File: src/hw/rtl/ebt_pkg.sv
`timescale 1ns / 1ps
// shared types, codes and defaults for the expiring block table
// no dependencies

package ebt_pkg;

  localparam int NUM_SETS_DEF = 64;
  localparam int WAYS_DEF     = 4;

  localparam int ACTION_W = 2;
  localparam int KEY_W    = 32;
  localparam int TIME_W   = 32;
  localparam int STATUS_W = 2;

  localparam logic [ACTION_W-1:0] ACT_TICK   = 2'd0;
  localparam logic [ACTION_W-1:0] ACT_SET    = 2'd1;
  localparam logic [ACTION_W-1:0] ACT_REMOVE = 2'd2;
  localparam logic [ACTION_W-1:0] ACT_QUERY  = 2'd3;

  localparam logic [STATUS_W-1:0] ST_OK        = 2'd0;
  localparam logic [STATUS_W-1:0] ST_NOT_FOUND = 2'd1;
  localparam logic [STATUS_W-1:0] ST_SET_FULL  = 2'd2;

  typedef struct packed {
    logic              valid;
    logic [KEY_W-1:0]  key;
    logic [TIME_W-1:0] expiry;
  } entry_t;

  typedef struct packed {
    logic                wr_en;
    logic                blocked;
    logic [STATUS_W-1:0] status;
  } upd_ctl_t;

  // index width that also covers a depth of one
  function automatic int idx_w(input int depth);
    return (depth > 1) ? $clog2(depth) : 1;
  endfunction

endpackage

File: src/hw/rtl/ebt_set_index.sv
`timescale 1ns / 1ps
// set index stage: key mod NUM_SETS by reciprocal multiply, one correction step
// depends on ebt_pkg

module ebt_set_index import ebt_pkg::*; #(
  parameter int NUM_SETS = NUM_SETS_DEF
) (
  input  logic                         clk,
  input  logic                         en,
  input  logic [KEY_W-1:0]             key_i,
  output logic [KEY_W-1:0]             key_o,
  output logic [idx_w(NUM_SETS)-1:0]   idx_o
);

  localparam int SET_W = idx_w(NUM_SETS);
  localparam int SHIFT = $clog2(NUM_SETS) + KEY_W;
  localparam int PROD_W = 2 * KEY_W + 1;
  localparam logic [63:0] RECIP64 = (64'd1 << SHIFT) / 64'(NUM_SETS);
  localparam logic [KEY_W:0] RECIP = RECIP64[KEY_W:0];
  localparam logic [KEY_W-1:0] NSETS = KEY_W'(NUM_SETS);

  logic [PROD_W-1:0] prod;
  logic [KEY_W-1:0]  q_nxt;
  logic [KEY_W-1:0]  q_r;
  logic [KEY_W-1:0]  key_r;
  logic [KEY_W-1:0]  rem;
  logic [KEY_W-1:0]  rem_fix;

  // quotient estimate is exact or one low
  assign prod  = PROD_W'(key_i) * PROD_W'(RECIP);
  assign q_nxt = KEY_W'(prod >> SHIFT);

  always_ff @(posedge clk) begin
    if (en) begin
      key_r <= key_i;
      q_r   <= q_nxt;
    end
  end

  assign rem     = key_r - q_r * NSETS;
  assign rem_fix = (rem >= NSETS) ? rem - NSETS : rem;
  assign idx_o   = rem_fix[SET_W-1:0];
  assign key_o   = key_r;

endmodule

File: config.mk
export PLATFORM = sky130hd
export DESIGN_NAME = ebt_set_index
export DESIGN_NICKNAME = d
export VERILOG_FILES = /design/src/hw/rtl/ebt_pkg.sv /design/src/hw/rtl/ebt_set_index.sv
export SDC_FILE = /design/constraint.sdc
export NUM_CORES = 1
export LEC_CHECK = 0
export ABC_AREA = 1
export BUFFER_PORTS_ARGS = -buffer_cell sky130_fd_sc_hd__buf_2
export CORE_AREA = 5 5 54 56
export CTS_BUF_LIST = sky130_fd_sc_hd__clkbuf_2 sky130_fd_sc_hd__clkbuf_4 sky130_fd_sc_hd__clkbuf_8
export CTS_CLUSTER_DIAMETER = 40
export DETAILED_ROUTE_END_ITERATION = 10
export DIE_AREA = 0 0 59 61
export GPL_TIMING_DRIVEN = 0
export PLACE_DENSITY_LB_ADDON = 0.25
export RECOVER_POWER = 25
export SLEW_MARGIN = 20
export SYNTH_ARGS = -nofsm -noshare
export SYNTH_HDL_FRONTEND = slang
export SYNTH_SLANG_ARGS = --single-unit
File: constraint.sdc
create_clock -name clk -period 1.57 [get_ports clk]
set_input_delay 0.314 -clock clk [delete_from_list [all_inputs] [get_ports clk]]
set_output_delay 0.314 -clock clk [all_outputs]
set_load 0.01 [all_outputs]
== Word-level counts from Yosys, hierarchy flattened ==
Index checks and enable logic that the tools add are counted.

* Bits in registers: 58
* Logic and storage cells: 6
* Input port bits: 34

* Add/sub/neg operators: 2
* Magnitude comparators: 1
* Multiplexer cells: 1

{| class="wikitable"
|+ Operators with widths
! kind !! count
|-
| 32-bit by 7-bit greater-or-equal comparator with 1-bit output, second input constant || 1
|-
| 32-bit subtractor || 1
|-
| 6-bit 2-to-1 mux || 1
|-
| 6-bit by 1-bit subtractor with 6-bit output, second input constant || 1
|}

== Logic depth before layout (Yosys ltp) ==
* Word-level depth: 3
* Mapped depth: 1
* Mapped depth without buffers: 0

== Worst setup path after synthesis ==
No wires, ideal clock.

* Path type: reg-to-output
* Start point: register key_r[0] (netlist: key_o[0])
* End point: output key_o[0]
* Setup slack: 0.678 ns
* Cell stages (with the launch flop): 2
* Data arrival time: 0.578 ns
* Cell sequence: edfxtp_1 -> buf_4

{| class="wikitable"
|+ RTL lines
! item !! line !! text
|-
| start: declaration || ebt_set_index.sv:25 || <nowiki>logic [KEY_W-1:0] key_r;</nowiki>
|-
| start signal: assignment || ebt_set_index.sv:35 || <nowiki>key_r <= key_i;</nowiki>
|-
| end: declaration || ebt_set_index.sv:11 || <nowiki>output logic [KEY_W-1:0] key_o,</nowiki>
|}

No word-level cell between the ends.

== Worst setup path after layout ==
* Start point: register key_r[0] (netlist: key_o[0])
* End point: output key_o[0]

No word-level cell between the ends.

==> results_dict.tcl <==
set metrics [dict create \
    ctsResizeCount 0 \
    slew_violations 0 \
    num-multi-input-gates 0 \
    area_growth_pct 44.65 \
    startpoint_type "flop" \
    min_period_ns 1.270 \
    final.setup.tns_ns 0 \
    leakage_nw 0.6551 \
    synth_area_um2 1006 \
    drc_errors 0 \
    switchingPower_mw 0.3310 \
    place_ws_ns 0.3525 \
    grt_max_degree 33 \
    grt_use_total 0.09727 \
    setup_violations 0 \
    crit_required_ns 1.26 \
    slowest_delay_ns 0.39 \
    syn_avg_cell_area_um2 26.47 \
    crit_arrival_ns 0.96 \
    path_class "flop to output pin" \
    clk_pin_slew_worst_paths_ns 0.09 \
    die_h_um 61 \
    swShare 0.2014 \
    ys_types 2 \
    syn_inst 38 \
    postCtsSetupRepairBufs 0 \
    wl_per_cell_um 11.89 \
    synth_warnings 0 \
    die_area_um2 3599 \
    path_buf_inv 2 \
    ant_nets 0 \
    hold_viol_final 0 \
    drt-pass1-iter-count 2 \
    cts_buffers 5 \
    ctsHoldBuffers 0 \
    mostFrequentLayoutCell "buf_2" \
    ys_seq_area_frac 0.9552 \
    hp-class "input pin to flop" \
    end_kind "output pin" \
    io_buffers 71 \
    drtIter0Drc 15 \
    largest_register_ffs 32 \
    p_int_mw 1.312 \
    num-nets-final 150 \
    clockBufferDepth 2 \
    mostFrequentLayoutCells "buf_2 (71), edfxtp_1 (32), clkbuf_4 (7), buf_4 (6), clkinv_1 (1)" \
    die_w_um 59 \
    layout_setup_ws_ns 0.3004 \
    power.density_nw_per_um2 1129 \
    wirelength_um 1748 \
    drive_above_1_share 0.7179 \
    first_global_vias 585 \
    ys_seq_elements 32 \
    cts_root_buf "clkbuf_4" \
    seqPwrFrac 0.628 \
    diodes 0 \
    grt_overflow_total 0 \
    maxSlewHeadroom 0.5725 \
    status "finished clean" \
    cts_tree "done" \
    finalCritPeriodShare 0.8087 \
    syn_nets 72 \
    viasPerCell 4.170 \
    multiInputGateArea_um2 0 \
    crit_family "flip-flops" \
    crit_fanout 2 \
    grt_pass1_wl_um 2387 \
    core_area_um2 2387 \
    max_freq_ghz 0.7876 \
    clock-sinks 32 \
    antenna_found_initial 0 \
    cap_viol_max_count 0 \
    pwr-share-comb 0.113 \
    clock_power_share 0.260 \
    initial_utilization 0.4214 \
    vias 613 \
    gp_congestion 0.6158 \
    cp_cell_sequence "buf_4 -> buf_2" \
    io_pins 72 \
    cts_max_level 2 \
    crit_slowest_cell "edfxtp_1" \
    rsz0062_at_grt "no" \
    ir_worst_vdd_mv 0.7179 \
    tightest_slew_ns 0.6413 \
    row_count 18 \
]
## through the flow
step	power [mW]	utilization	hold slack [ns]	cell area, µm²	cells
final	1.643	0.6095	0.1750	1455	147
after global routing	1.720	0.6095	0.1471	1455	147
after CTS	1.665	0.6095	0.1621	1455	147
after detailed placement	1.243	0.5860	0.4921	1399	139
after global placement	1.238	0.5860	0.4909	1399	139
after floorplan	1.114	-	0.4129	1006	38
## cell type report
cell class            instances  area, µm²
fill                        202      932.1
buffer                        6      45.04
clock inverter                1      3.754
clock buffer                  7      52.55
tap                          30      37.54
timing repair buffer         71      355.3
sequential                   32      960.9
## synth_stat cells
library cell / n / area share
buf_4: 6 / 0.045
edfxtp_1: 32 / 0.96
## kinds of logic after synthesis
logic type	Yosys count	share of synthesized area
buffers and inverters	6	0.04477
DFF	32	0.9552
## final timing paths
| kind | startpoint | end | slack [ns] | depth (start not counted) |
|---|---|---|---|---|
| worst min-delay path | key_i[8] | key_o[8] | 0.17 | 1 |
| worst max-delay path | key_o[0] | key_o[0] | 0.30 | 2 |
## routing by layer
metal / wire length, µm / share of wire / GRT usage / vias up
met5: 0 / 0 / 0 / -
met4: 8 / 0.0046 / 0.04854 / 0
met3: 286 / 0.16 / 0.05745 / 2
met2: 968 / 0.55 / 0.1861 / 46
met1: 485 / 0.28 / 0.07531 / 265
li1: - / - / - / 300
## power groups by stage
stage               clock network, mW  logic, mW  registers (mW)
finish                          0.427      0.185            1.03
floorplan                           0     0.0231            1.09
global route                    0.480      0.200            1.04
CTS                             0.442      0.190            1.03
detailed placement                  0      0.190            1.05
global placement                    0      0.188            1.05
Power figures use the tool's default switching activity.
