### src/hw/rtl/ebt_pkg.sv
`timescale 1ns / 1ps
// shared types, codes and defaults for the expiring block table
// no dependencies

package ebt_pkg;

  localparam int NUM_SETS_DEF = 64;
  localparam int WAYS_DEF     = 4;

  localparam int ACTION_W = 2;
  localparam int KEY_W    = 32;
  localparam int TIME_W   = 32;
  localparam int STATUS_W = 2;

  localparam logic [ACTION_W-1:0] ACT_TICK   = 2'd0;
  localparam logic [ACTION_W-1:0] ACT_SET    = 2'd1;
  localparam logic [ACTION_W-1:0] ACT_REMOVE = 2'd2;
  localparam logic [ACTION_W-1:0] ACT_QUERY  = 2'd3;

  localparam logic [STATUS_W-1:0] ST_OK        = 2'd0;
  localparam logic [STATUS_W-1:0] ST_NOT_FOUND = 2'd1;
  localparam logic [STATUS_W-1:0] ST_SET_FULL  = 2'd2;

  typedef struct packed {
    logic              valid;
    logic [KEY_W-1:0]  key;
    logic [TIME_W-1:0] expiry;
  } entry_t;

  typedef struct packed {
    logic                wr_en;
    logic                blocked;
    logic [STATUS_W-1:0] status;
  } upd_ctl_t;

  // index width that also covers a depth of one
  function automatic int idx_w(input int depth);
    return (depth > 1) ? $clog2(depth) : 1;
  endfunction

endpackage

### src/hw/rtl/ebt_way_update.sv
`timescale 1ns / 1ps
// way compare and row update for one request against one set
// depends on ebt_pkg

module ebt_way_update import ebt_pkg::*; #(
  parameter int WAYS = WAYS_DEF
) (
  input  logic [ACTION_W-1:0]  action_i,
  input  logic [KEY_W-1:0]     key_i,
  input  logic [TIME_W-1:0]    dur_i,
  input  logic [TIME_W-1:0]    now_i,
  input  entry_t [WAYS-1:0]    row_i,
  output entry_t [WAYS-1:0]    row_o,
  output upd_ctl_t             ctl_o
);

  localparam int WAY_W = idx_w(WAYS);

  logic [WAYS-1:0]   hit;
  logic [WAYS-1:0]   free;
  logic [WAY_W-1:0]  hit_idx;
  logic [WAY_W-1:0]  free_idx;
  logic [TIME_W-1:0] expiry_new;

  always_comb begin
    hit_idx  = '0;
    free_idx = '0;
    for (int w = 0; w < WAYS; w++) begin
      hit[w]  = row_i[w].valid && (row_i[w].key == key_i);
      free[w] = !row_i[w].valid;
    end
    // lowest way wins
    for (int w = WAYS - 1; w >= 0; w--) begin
      if (hit[w]) hit_idx = WAY_W'(w);
      if (free[w]) free_idx = WAY_W'(w);
    end
  end

  assign expiry_new = dur_i + now_i;

  always_comb begin
    row_o          = row_i;
    ctl_o.wr_en    = 1'b0;
    ctl_o.blocked  = 1'b0;
    ctl_o.status   = ST_OK;
    case (action_i)
      ACT_TICK: begin
      end
      ACT_SET: begin
        if (|hit) begin
          ctl_o.wr_en    = 1'b1;
          row_o[hit_idx] = '{valid: 1'b1, key: key_i, expiry: expiry_new};
        end else if (|free) begin
          ctl_o.wr_en     = 1'b1;
          row_o[free_idx] = '{valid: 1'b1, key: key_i, expiry: expiry_new};
        end else begin
          ctl_o.status = ST_SET_FULL;
        end
      end
      ACT_REMOVE: begin
        if (|hit) begin
          ctl_o.wr_en          = 1'b1;
          row_o[hit_idx].valid = 1'b0;
        end else begin
          ctl_o.status = ST_NOT_FOUND;
        end
      end
      ACT_QUERY: begin
        if (|hit) begin
          if (now_i < row_i[hit_idx].expiry) begin
            ctl_o.blocked = 1'b1;
          end else begin
            ctl_o.wr_en          = 1'b1;
            row_o[hit_idx].valid = 1'b0;
          end
        end
      end
      default: begin
      end
    endcase
  end

endmodule

### config.mk
export PLATFORM = sky130hd
export DESIGN_NAME = ebt_way_update
export DESIGN_NICKNAME = d
export VERILOG_FILES = /design/src/hw/rtl/ebt_pkg.sv /design/src/hw/rtl/ebt_way_update.sv
export SDC_FILE = /design/constraint.sdc
export NUM_CORES = 1
export LEC_CHECK = 0
export ABC_CLOCK_PERIOD_IN_PS = 4450
export BUFFER_PORTS_ARGS = -buffer_cell sky130_fd_sc_hd__buf_4
export CAP_MARGIN = 0
export CORE_AREA = 2 2 245 247
export DETAILED_ROUTE_END_ITERATION = 7
export DIE_AREA = 0 0 247 249
export GPL_TIMING_DRIVEN = 1
export SLEW_MARGIN = 25
export SYNTH_ARGS = -nofsm -noshare
export SYNTH_HDL_FRONTEND = slang
export SYNTH_SLANG_ARGS = --single-unit
### constraint.sdc
create_clock -name vclk -period 4.45
set_clock_uncertainty 0.05 [all_clocks]
set_input_delay 0.2225 -clock vclk [all_inputs]
set_output_delay 0.2225 -clock vclk [all_outputs]
set_load 0.03 [all_outputs]
**Word level (Yosys, flattened, before mapping)**

Index checks and enable logic that the tools add are counted.

- Memories kept: 0
- Input port bits: 358
- Bits in read-only memories: 0
- RAM bits: 0
- Bits in latches: 0
- Register bits: 0
- Word-level logic and storage cells: 62

- Muxes and demuxes: 37
- Shifts and indexed selects: 0
- Magnitude comparators: 5
- Multiply operators: 0
- Add/subtract/negate cells: 1
- Reductions and logical operators: 12
- Eq/ne operators: 7
- Bitwise gates (word level): 0
- Div/mod/pow operators: 0

Operators by type and width:

| operator | count |
|---|---|
| 260-bit two-way mux | 5 |
| 260-bit bitwise mux | 3 |
| 260-bit case mux with 3 select lines | 1 |
| 65-bit demux with 2-bit select | 3 |
| 65-bit two-way mux | 3 |
| 65-bit binary-select mux with 2-bit select | 1 |
| 32-bit equality test | 4 |
| 32-bit adder | 1 |
| 32-bit < comparator | 1 |
| 32-bit two-way mux | 1 |
| 2-bit two-way mux | 11 |
| 4-bit OR reduction | 2 |
| 1-bit two-way mux | 7 |
| 1-bit logical AND | 6 |
| 2-bit by 3-bit < comparator with 1-bit output (second input constant) | 2 |
| 2-bit equality test (second input constant) | 2 |
| 2-bit by 1-bit >= comparator with 1-bit output (second input constant) | 2 |
| 1-bit logical NOT | 4 |
| 2-bit case mux with 2 select lines | 1 |
| 1-bit case mux with 3 select lines | 1 |
| 2-bit by 1-bit equality test with 1-bit output (second input constant) | 1 |

**Longest topological paths before layout**

- Depth after elaboration: 14
- Depth in mapped cells: 21

**Worst setup path before layout**

OpenSTA, ideal clock, no wires.

- Path type: input to output
- Start point: in key_i[25]
- End point: out row_o[259] (netlist bit)
- Path buffers: 2
- Stages: 21
- Setup slack: -0.569 ns
- Required time: 4.178 ns
- Arrival: 4.747 ns
- Cell sequence: buf_6 -> xor2_1 -> or4b_2 -> nor4_1 -> nand3_1 -> nor2b_1 -> o21ai_1 -> buf_4 -> mux2i_1 -> nand2_1 -> o221ai_1 -> ha_1 -> a21o_1 -> a21o_1 -> a21o_1 -> a21o_1 -> a21o_1 -> a21o_1 -> a211oi_1 -> a21oi_1 -> o21ai_0

RTL lines:

| what | line | source |
|---|---|---|
| start, declared | ebt_way_update.sv:9 | `input logic [KEY_W-1:0] key_i,` |
| end, declared | ebt_way_update.sv:13 | `output entry_t [WAYS-1:0] row_o,` |

==> reports/metrics.cfg <==
[outcome]
status = finished with violations
violations = setup timing

[setup_path]
crit_fanout = 7
worstPathArrival_ps = 4500
start_kind = input pin
critPathCaptureType = output port
worst_ep_required_time_ps = 4180
criticalPathCategory = input pin to output port

[finish]
final_cell_mix = buf_4, a22o_1, nand2_1
seq_cells = 0
drive_above_1_share_pct = 51.7
syn2layout_area_growth_pct = 95.7
nets = 2250
final_common_cell = buf_4
area.sequential_um2 = 0
final-instance-count-excl-fill = 2606
num-clock-buffers = 0
utilization_pct = 27.0

[timing]
tightestPinTransition_ps = 1020
slew_headroom_pct = 31.4
fmax_ghz = 0.210
hold_viol = 0
setup_slack_ps = -318
rsz0062_at_grt = true
setup_viol = 6
fin_crit_sh_pct = 107
period_needed_ps = 4770
finalMaxSlewViolations = 0

[place]
port_buffers = 622
place.gp.congestion = 0.965
dp_hpwl_mm = 63.1
dp_cells = 2567

[global_routing]
gr-total-overflow = 0
grt_util_met1_pct = 25.6
met3_usage_pct = 4.38
busiest_layer = met2
grt_max_degree = 45
antenna_found_initial = 11
grt_pass1_vias = 12792
grt_pass1_wl_mm = 98.6
gr-usage-all-layers_pct = 22.4
grtUsageMet2_pct = 41.1

[floorplanning]
initial_core_util_pct = 13.8
fp.coreArea_um2 = 58700
rows = 89
die_x_um = 247
die_area_um2 = 61500
die-height_um = 249
pin_count = 622

[route]
drc = 0
routed_wl_mm = 73.3
dr.pass1.iters = 5
wl_per_cell_um = 28.1
postRouteAntennaNets = 0
viasPerCell = 4.90
drtIter0Drc = 715
vias = 12773

[synthesis]
ys_warn_count = 0
synth-seq-area-share_pct = 0
yosysTopAreaCell = a22o_1
synthCells = 1079
avgSynthCellArea_um2 = 7.51
yosys.area.top_type_share_pct = 26.8
ys_types = 70
netlist_area_um2 = 8100
synth.net_count = 1504
synth.area.top_cells = a22o_1, ha_1, xnor2_1

[flow_run]
cap_viol_max_count = 0

[power]
comb_power_share_pct = 100.0
powerDensity_nw_per_um2 = 158
totalPowerFinal_uw = 2500
p_sw_uw = 1460
ir_drop_v = 0.0000880
power_frac_clock_pct = 0
power.internal_uw = 1040
cellLeakagePower_uw = 0.00793
p_seq_share_pct = 0
p_sw_share_pct = 58.5

[hold_path]
min_path_type = input pin to output port

[clock_network]
postCtsHoldBufs = 0

## worst paths after layout
kind | to | slack [ps] | startpoint | depth (start not counted)
worst max-delay path | ctl_o[2] | -320 | row_i[183] | 24
worst min-delay path | row_o[19] | 740 | row_i[19] | 3
## worst max-delay path, cell delays in order
cell and delay, ps:
buf_8 100, xor2_2 170, or4b_4 550, nor4_4 290, nand3_2 140, nor2b_4 160, o21ai_4 130, buf_12 140
buf_12 150, mux2i_2 210, nand2_1 90, o221ai_2 60, ha_1 270, a21o_1 170, a21o_1 170, a21o_1 180
a21o_1 210, a21oi_2 160, nor3_2 80, a211oi_2 170, buf_4 180, and2_4 170, and3_4 190, buf_6 120
## power groups by stage
stage	Combinational, µW	Sequential, µW	Clock, µW
after CTS	2490	0	0
after detailed placement	2410	0	0
after global routing	2630	0	0.000271
after floorplan	1240	0	0
final	2500	0	0.000302
after global placement	2410	0	0
## repair_timing
item / CTS / global route
setup endpoints to repair: 6 / 6
setup buffers: 24 / 4
cloned: 3 / 0
pin swaps: 46 / 9
gates resized for setup: 97 / 22
## stage by stage
| stage | setup TNS [ps] | setup WS [ps] | hold slack (ps) | area (µm²) |
|---|---|---|---|---|
| after floorplan | 0 | 7.42 | 574 | 8160 |
| after CTS | -1850 | -339 | 740 | 15700 |
| final | -1660 | -318 | 741 | 15900 |
| after global placement | -4400 | -843 | 735 | 14900 |
| after global routing | -2970 | -525 | 750 | 15900 |
| after detailed placement | -4570 | -866 | 740 | 14900 |
## metal layers
| layer | wire, µm | share of wire, % |
|---|---|---|
| met1 | 28100 | 38 |
| met2 | 36800 | 50 |
| met3 | 5630 | 7.7 |
| met4 | 2830 | 3.9 |
| met5 | 10 | 0.014 |
## logic make-up after synthesis
logic type,Yosys count,synth area share [%]
compound gates,422,42.3
xor+xnor,149,16.1
fa+ha+maj,67,10.4
buf+inv,124,8.26
mux,32,3.97
simple gates,285,18.9
## synthesized netlist by cell type (all sizes together) (30+ instances only)
master and count:
a21oi 30, a22o 248, buf 83, ha 66
mux2i 31, nand2 76, nand4 42, nor2 41
nor4 33, o221ai 30, xnor2 84, xor2 65
## layout make-up
type | count | area, µm²
fill | 6503 | 42800
timing repair buffer | 847 | 6720
multi-input combinational | 955 | 8060
antenna | 10 | 25.0
tap | 773 | 967
inverter | 21 | 78.8
Power figures use the tool's default switching activity.
